## src/design/mwf_pkg.sv

```systemverilog
// Package for the median window filter: sizes, register codes and item types.
// No dependencies; every other file uses it by scoped names.
package mwf_pkg;

	localparam int MAX_WIDTH  = 1024;
	localparam int MAX_HEIGHT = 1024;
	localparam int MAX_WINDOW = 7;
	localparam int COL_W      = $clog2(MAX_WIDTH);
	localparam int ROW_W      = $clog2(MAX_HEIGHT) + 1;
	localparam int OROW_W     = $clog2(MAX_HEIGHT);
	localparam int DIM_W      = 11;
	localparam int WIN_W      = 3;
	localparam int STORE_ROWS = 8;
	localparam int BANK_W     = $clog2(STORE_ROWS);
	localparam int WIN_N      = MAX_WINDOW * MAX_WINDOW;
	localparam int SEL_W      = $clog2(WIN_N / 2 + 1);
	localparam int RANK_W     = $clog2(WIN_N);
	localparam int QDEPTH     = 4;
	localparam int QPTR_W     = $clog2(QDEPTH);
	localparam int QCNT_W     = $clog2(QDEPTH + 1);
	localparam int IDX_W      = 4;

	localparam logic [IDX_W-1:0] REG_IMAGE_WIDTH   = IDX_W'(0);
	localparam logic [IDX_W-1:0] REG_IMAGE_HEIGHT  = IDX_W'(1);
	localparam logic [IDX_W-1:0] REG_WINDOW_WIDTH  = IDX_W'(2);
	localparam logic [IDX_W-1:0] REG_WINDOW_HEIGHT = IDX_W'(3);

	localparam logic [DIM_W-1:0] RST_IMAGE_WIDTH  = DIM_W'(256);
	localparam logic [DIM_W-1:0] RST_IMAGE_HEIGHT = DIM_W'(256);
	localparam logic [WIN_W-1:0] RST_WINDOW       = WIN_W'(3);

	localparam logic [7:0] PAD_HIGH = 8'hFF;

	typedef logic [WIN_N-1:0][7:0] win_vec_t;

	typedef struct packed {
		win_vec_t           win;
		logic [SEL_W-1:0]   sel;
		logic               frame_end;
	} q_entry_t;

endpackage

```

## src/design/mwf_queue.sv

```systemverilog
// Short queue of window snapshots between the front end and the median back end.
// Depends on mwf_pkg.
module mwf_queue (
	input  logic                        clk,
	input  logic                        arst_n,
	input  logic                        push,
	input  mwf_pkg::q_entry_t           push_entry,
	input  logic                        pop,
	output logic                        nonempty,
	output logic [mwf_pkg::QCNT_W-1:0]  level,
	output mwf_pkg::q_entry_t           head
);

	mwf_pkg::q_entry_t            mem_q [mwf_pkg::QDEPTH];
	logic [mwf_pkg::QPTR_W-1:0]   wr_q, rd_q;
	logic [mwf_pkg::QCNT_W-1:0]   cnt_q;
	logic                         do_pop;

	assign nonempty = cnt_q != '0;
	assign level    = cnt_q;
	assign head     = mem_q[rd_q];
	assign do_pop   = pop && nonempty;

	always_ff @(posedge clk or negedge arst_n) begin
		if (!arst_n) begin
			wr_q  <= '0;
			rd_q  <= '0;
			cnt_q <= '0;
		end else begin
			if (push) begin
				wr_q <= wr_q + mwf_pkg::QPTR_W'(1);
			end
			if (do_pop) begin
				rd_q <= rd_q + mwf_pkg::QPTR_W'(1);
			end
			unique case ({push, do_pop})
				2'b10: cnt_q <= cnt_q + mwf_pkg::QCNT_W'(1);
				2'b01: cnt_q <= cnt_q - mwf_pkg::QCNT_W'(1);
				default: cnt_q <= cnt_q;
			endcase
		end
	end

	always_ff @(posedge clk) begin
		if (push) begin
			mem_q[wr_q] <= push_entry;
		end
	end

endmodule

```

## config.mk

```make
export PLATFORM = sky130hd
export DESIGN_NAME = mwf_queue
export DESIGN_NICKNAME = d
export VERILOG_FILES = /design/src/design/mwf_pkg.sv /design/src/design/mwf_queue.sv
export SDC_FILE = /design/constraint.sdc
export NUM_CORES = 1
export LEC_CHECK = 0
export BUFFER_PORTS_ARGS = -buffer_cell sky130_fd_sc_hd__buf_2
export CORE_MARGIN = 2
export CORE_UTILIZATION = 26
export DETAILED_ROUTE_END_ITERATION = 10
export SYNTH_ARGS = -nofsm -noshare
export SYNTH_HDL_FRONTEND = slang
export SYNTH_SLANG_ARGS = --single-unit
```

## constraint.sdc

```tcl
create_clock -name clk -period 13.4 [get_ports clk]
set_input_delay 1.34 -clock clk [delete_from_list [all_inputs] [get_ports clk]]
set_output_delay 1.34 -clock clk [all_outputs]
set_load 0.02 [all_outputs]
```

# After elaboration in Yosys (flattened, before gate mapping)
# Memory sizes are Yosys's and may differ from the RTL's.
# Index checks and enable logic that the tools add are counted.
dict set report op_classes {
  n_addsub 4
  n_eq_ne 2
  muxes 3
  reduce_logical 3
}
# operator count
set ops {}
lappend ops {{$pmux W3 S2} 1}
lappend ops {{$add A2 B1 Y2 const B} 2}
lappend ops {{$add A3 B1 Y3 const B} 1}
lappend ops {{$reduce_bool A3 Y1} 1}
lappend ops {{$sub A3 B1 Y3 const B} 1}
lappend ops {{$eq A2 B1 Y1 const B} 1}
lappend ops {{$eq A2 B2 Y1 const B} 1}
lappend ops {{$mux W1} 2}
lappend ops {{$reduce_bool A2 Y1} 1}
lappend ops {{$logic_and A1 B1 Y1} 1}
dict set report totals {
  regBits 7
  mem_bits_rw 1592
  inputBits 402
  out_inout_bits 402
  wordCells 16
  mem_count 1
}
# memory words word_bits rd rd_ports_with_merged_regs wr line
set mem_list {}
lappend mem_list {mem_q 4 398 1 0 1 mwf_queue.sv:14} ;# mwf_pkg::q_entry_t mem_q [mwf_pkg::QDEPTH];

# Longest topological paths before layout
# Gate-level depths: netlist (run 1).
dict set report logic_depth {
  depth_word 4
  mapped_depth 7
}

# Worst setup path before layout (run 1)
# No wires, ideal clock.
dict set report synth_timing {
  kind {input to register}
  from {input port push}
  to {memory mem_q[0][0] (netlist bit) (enable)}
  t_arrival_ns 10.291
  required_time_ns 12.589
  path_slack_ns 2.299
  cell_stages 1
  path_buffers 0
  path_cell_list {and2_1}
}
dict set report synth_via {
  elab_chain_cells 2
}
# element line
set synth_lines {}
lappend synth_lines {{from (decl)} mwf_queue.sv:6} ;# input logic push,
lappend synth_lines {{$mux W1} mwf_queue.sv:45} ;# if (push) begin
lappend synth_lines {{$mux W1 (implied by the code)} mwf_queue.sv:46} ;# mem_q[wr_q] <= push_entry;
lappend synth_lines {{to (decl)} mwf_queue.sv:14}
# Every way passes these cells.

==> results of run 1 <==
worst min-delay path by stage:
stage                    end  slack (ns)
floorplan            wr_q[0]        0.49
detailed placement   wr_q[0]        0.54
CTS                 level[1]        0.29
global placement     wr_q[0]        0.52
finish              level[1]        0.40
global route        level[1]        0.32
critical path, cell delays in order, from the launching register on:
cell	delay, ns
dfrtp_4	0.88
buf_12	0.54
buf_4	0.70
buf_4	0.76
mux4_2	0.63
buf_2	0.18
per-layer routing:
metal  track usage  wire [um]  vias up
met3       0.05998      15520      327
met1        0.1407      53790    13776
met2        0.1853      64060     1063
met5             0        453        -
li1              -          -    11136
met4       0.04141       4477       76
sequential cells by signal, indices dropped and copies added (netlist names):
name and count:
level 3, rd_q 2, mem_q 1592, wr_q 2
placed cells by master, fill, tap and decap left out:
cell,instances
o21ai_0,1
o31a_1,1
inv_6,4
clkinv_1,41
clkbuf_1,20
inv_16,2
and2_4,4
buf_12,5
dfrtp_1,5
bufinv_16,18
clkinv_2,20
xnor2_1,2
nor2_1,1
mux4_2,398
clkinv_16,7
buf_4,33
clkinv_8,3
clkinvlp_4,9
nand2_1,2
inv_1,6
clkinv_4,8
buf_2,803
inv_8,1
fa_1,1
diode_2,27
clkbuf_16,168
ha_1,5
edfxtp_1,1592
or3_1,1
xor2_1,4
dfrtp_4,2
mux2i_1,1
report_power, final:
part           switching, uW  internal [uW]
registers                238           6540
logic                   3230           1890
clock network           1960           2670
kinds of logic after synthesis:
logic type	share of synthesized area
xor gates and xnor gates	0.0009048
DFF	0.8261
adders and majority gates	0.001422
and+or+nand+nor	0.0007325
muxes	0.1545
buffers and inverters	0.01605
AOI/OAI and AO/OA	0.0002369
area by class of cell:
| class | count | area share |
|---|---|---|
| Antenna cell | 27 | 0.0009530 |
| Clock buffer | 188 | 0.06035 |
| Clock inverter | 113 | 0.01802 |
| Inverter | 6 | 0.0003177 |
| Multi-Input combinational cell | 421 | 0.1294 |
| Sequential cell | 1599 | 0.6769 |
| Tap cell | 2975 | 0.05250 |
| Timing Repair Buffer | 841 | 0.06159 |
per-stage QoR:
step | hold slack, ns | cell area (um^2) | setup slack [ns] | std cells | utilization
3_5_place_dp | 0.5351 | 65280 | 7.930 | 5842 | 0.2939
6_report | 0.4018 | 70900 | 7.070 | 6170 | 0.3192
3_3_place_gp | 0.5189 | 65280 | 7.869 | 5842 | 0.2939
5_1_grt | 0.3196 | 70870 | 6.615 | 6158 | 0.3191
2_1_floorplan | 0.4914 | 58080 | 2.299 | 2115 | -
4_1_cts | 0.2948 | 70830 | 7.006 | 6143 | 0.3189
==> flow_metrics.py, run 1 <==
metrics = {
    "sta": {
        "fin_crit_sh": 0.4724,
        "finalSetupViolCount": 0,
        "finalSetupTns_ns": 0,
        "hold_violations": 0,
        "clock_skew_ns": 0.02769,
        "worst_pin_slew_ns": 1.200,
        "min_period_ns": 6.330,
        "rsz0062_at_grt": "no",
        "maxSlewHeadroom": 0.2001,
        "fmax_mhz": 158.0,
        "maxSlewViolCount": 0,
    },
    "die": {
        "core_um2": 222100,
        "start_util": 0.2615,
        "dieArea_um2": 227200,
        "dieWidth_um": 476.6,
        "rows": 173,
        "num_io_pins": 804,
        "die_h_um": 476.6,
    },
    "routing": {
        "drc": 0,
        "vias": 26378,
        "avgViaCountPerCell": 4.275,
        "wl_per_cell_um": 22.41,
        "drt-pass1-iter-count": 5,
        "drt_iter0_markers": 1694,
        "ant_nets": 0,
        "routed_wl_um": 138300,
    },
    "power": {
        "fin_total_pwr_uw": 16530,
        "peakVddDrop_v": 0.0001589,
        "powerDensity_nw_per_um2": 233.2,
        "p_leak_uw": 0.02341,
    },
    "synthesis": {
        "yosysSeqAreaShare": 0.8261,
        "synth-seq-cells": 1599,
        "synth-main-ff-cell": "edfxtp_1",
        "netlist_instances": 2115,
        "synth_cell_types": 19,
        "synthTopCellsByCount": "edfxtp_1, mux4_2, buf_2",
        "synth_top_area_share": 0.8231,
        "synth_edf_count": 1592,
        "async_flop_share": 0.004378,
        "yosysTopAreaCell": "edfxtp_1",
        "ys_warn_count": 0,
        "synth_area_leaders": "edfxtp_1, mux4_2, buf_12",
        "yosysMostFrequentCell": "edfxtp_1",
        "synth.net_count": 2523,
        "synth_area_um2": 58080,
        "syn_avg_cell_area_um2": 27.46,
    },
    "setup_path": {
        "r2r_slack_ns": 10.02,
        "cp.required_ns": 12.06,
        "critPathKind": "reg2out",
        "cp_max_fo": 89,
        "crit_path_start": "rd_q[0]",
        "worstSetupEndpointType": "output pin",
        "r2r_cells": 5,
        "r2r-start": "wr_q[0]",
        "rr_endpoint": "mem_q[0][59]",
        "arrival_ns": 4.99,
        "endpoint": "head[85]",
        "cp-start-kind": "register",
    },
    "cells_and_area": {
        "area_growth_pct": 22.08,
        "seq_area_um2": 47990,
        "fin_nets": 3444,
        "drive_gt1_frac": 0.4688,
        "multi_input_area_um2": 9175,
        "num-fill-cells": 21091,
    },
    "cts": {
        "cts_tree": "yes",
        "cts.sinks": 1599,
        "ctsHoldBuffers": 0,
        "cts_htree_levels": 4,
        "cts_resized": 0,
        "cts_root_buf": "clkbuf_16",
        "cts_buffers": 167,
        "path_clk_slew_ns": 0.06,
        "clock_latency_ns": 0.82,
        "clock_path_buffers": 3,
        "post_cts_buffers": 0,
    },
    "global_routing": {
        "grt_max_degree": 132,
        "grt_first_pass_wirelength_um": 197200,
        "gr-total-overflow": 0,
        "antenna_found_initial": 89,
        "grt_pass1_vias": 27555,
        "track_usage": 0.1186,
    },
    "job": {
        "maxCapViolations": 0,
    },
    "place": {
        "portBuffers": 803,
        "gp_congestion": 0.8029,
        "dp_hpwl_um": 89240,
    },
    "status": {
        "status": "completed",
    },
    "min_path": {
        "hp-class": "in2async",
    },
}
Note: power is estimated with default switching activity, not from simulation.
==> run 2: changes to the inputs <==
==> constraint.sdc (replaced) <==
create_clock -name clk -period 5.07 [get_ports clk]
set_input_delay 0.507 -clock clk [delete_from_list [all_inputs] [get_ports clk]]
set_output_delay 0.507 -clock clk [all_outputs]
set_load 0.02 [all_outputs]
==> run 2 against run 1 <==
Global-route usage rose by 0.20 points. Via count grew 6.1%. Sequential power increased to 2.6 times the previous value. Hold slack got worse by 0.21 ns. Sequential share of layout area is 3.9 points lower. Non-clock buffer count is 425 higher. Utilization up 1.9 points. Cell count grew 6.9%. Total power grew to 2.7 times the previous value. Clock power increased to 2.6 times the previous value. Critical path depth shrank 2.
==> flow_metrics.py, run 2 (synthesized netlist as in run 1, its figures left out) <==
metrics = {
    "global_routing": {
        "track_usage": 0.1207,
        "grt_pass1_vias": 29435,
        "grt_first_pass_wirelength_um": 204400,
        "antenna_found_initial": 38,
        "gr-total-overflow": 0,
        "grt_max_degree": 92,
    },
    "cells_and_area": {
        "fin_nets": 3869,
        "drive_gt1_frac": 0.4164,
        "area_growth_pct": 29.51,
        "final_util": 0.3387,
        "regMostFlops": "mem_q",
        "multi_input_area_um2": 9175,
        "largest_reg_flops": 1592,
        "fin_cells": 6596,
        "final_cell_area_um2": 75220,
        "num-fill-cells": 20841,
        "mostFrequentLayoutCell": "edfxtp_1",
        "final_cell_mix": "edfxtp_1, buf_2, dlygate4sd3_1",
        "seq_area_um2": 47990,
    },
    "routing": {
        "drc": 0,
        "drt-pass1-iter-count": 5,
        "drt_iter0_markers": 1960,
        "routed_wl_um": 140400,
        "wl_per_cell_um": 21.29,
        "avgViaCountPerCell": 4.244,
        "ant_nets": 0,
        "vias": 27991,
    },
    "cts": {
        "post_cts_buffers": 0,
        "clock_path_buffers": 3,
        "cts_buffers": 167,
        "cts_root_buf": "clkbuf_16",
        "cts_htree_levels": 4,
        "clock_latency_ns": 0.79,
        "path_clk_slew_ns": 0.05,
        "cts.sinks": 1599,
        "cts_tree": "yes",
    },
    "sta": {
        "rsz0062_at_grt": "no",
        "finalSetupTns_ns": 0,
        "maxSlewHeadroom": 0.3776,
        "fin_crit_sh": 0.7304,
        "hold_violations": 0,
        "finalSetupViolCount": 0,
        "maxSlewViolCount": 0,
        "clock_skew_ns": 0.03729,
        "min_period_ns": 3.703,
        "worst_pin_slew_ns": 0.9336,
        "fmax_mhz": 270.0,
    },
    "setup_path": {
        "worstSetupEndpointType": "output pin",
        "worst_path_max_delay_cell": "dfrtp_4",
        "endpoint": "head[268]",
        "critPathMaxStageDelay_ns": 0.92,
        "r2r-start": "wr_q[0]",
        "crit_chain": "buf_12 > mux4_2 > buf_2",
        "cp-start-kind": "register",
        "r2r_cells": 4,
        "rr_endpoint": "mem_q[2][75]",
        "critPathTopFamily": "flip-flops",
        "critPathKind": "reg2out",
        "cp_max_fo": 70,
        "cp.required_ns": 4.56,
        "crit_path_start": "rd_q[0]",
        "path_buf_inv": 2,
        "r2r_slack_ns": 2.71,
        "cp.depth": 3,
        "arrival_ns": 3.20,
    },
    "die": {
        "dieArea_um2": 227200,
        "core_um2": 222100,
        "rows": 173,
        "dieWidth_um": 476.6,
        "start_util": 0.2615,
        "die_h_um": 476.6,
        "num_io_pins": 804,
    },
    "status": {
        "status": "completed",
    },
    "power": {
        "peakVddDrop_v": 0.0004392,
        "p_leak_uw": 0.02524,
        "powerDensity_nw_per_um2": 586.9,
    },
    "place": {
        "dp.cells": 5866,
        "portBuffers": 803,
        "gp_congestion": 0.7576,
        "dp_hpwl_um": 90860,
        "place_area_um2": 65670,
    },
    "min_path": {
        "hp-class": "in2reg",
        "hold_path.startpoint": "pop",
    },
    "job": {
        "maxCapViolations": 0,
    },
}
run 2: changes by cell type in the layout (fill, tap and decap cells not counted), sizes merged:
cell	delta
clkinvlp	-7
dlygate4sd3	+401
bufinv	-1
clkbuf	+21
buf	+24
inv	+6
diode	-1
clkinv	-17
run 2: cell type report:
class                           count  share of cell area
Clock inverter                     94             0.01482
Tap cell                         2975             0.04949
Inverter                            6           0.0002994
Antenna cell                       26           0.0008650
Sequential cell                  1599              0.6380
Clock buffer                      209             0.05794
Timing Repair Buffer             1266              0.1166
Multi-Input combinational cell    421              0.1220
run 2: what timing repair did:
item,in CTS,in global routing
resized for setup,0,0
hold endpoints to repair,1601,0
hold buffers,401,0
run 2: worst min path at each step:
| stage | to | slack (ns) | depth (start not counted) |
|---|---|---|---|
| detailed placement | level[1] | 0.38 | 1 |
| global placement | level[1] | 0.37 | 1 |
| floorplan | level[0] | 0.21 | 0 |
| CTS | rd_q[0] | 0.08 | 3 |
| finish | rd_q[0] | 0.19 | 3 |
| global route | rd_q[0] | 0.11 | 3 |
run 2: worst min-delay path, cell delays in order:
cell	delay (ns)
buf_2	0.10
o31a_1	0.18
xor2_1	0.15
run 2: report_power, final:
| group | switching, uW | total (uW) | internal [uW] |
|---|---|---|---|
| registers | 644 | 17900 | 17300 |
| logic | 8740 | 14100 | 5370 |
| clock network | 5110 | 12100 | 7030 |
| total | 14500 | 44100 | 29700 |
run 2: metal layers:
layer,track usage,up-vias,wire [um]
li1,-,11997,-
met1,0.1525,14636,57270
met2,0.1863,1076,64910
met3,0.05182,258,14320
met4,0.03852,24,3781
met5,0,-,166
run 2: metrics by stage:
step	total power, uW	worst slack, ns	hold WS, ns
finish	44140	1.367	0.1913
global placement	32200	2.082	0.3744
CTS	44790	1.150	0.08146
floorplan	27660	-0.7702	0.2114
global route	46040	1.106	0.1063
detailed placement	32270	2.083	0.3762
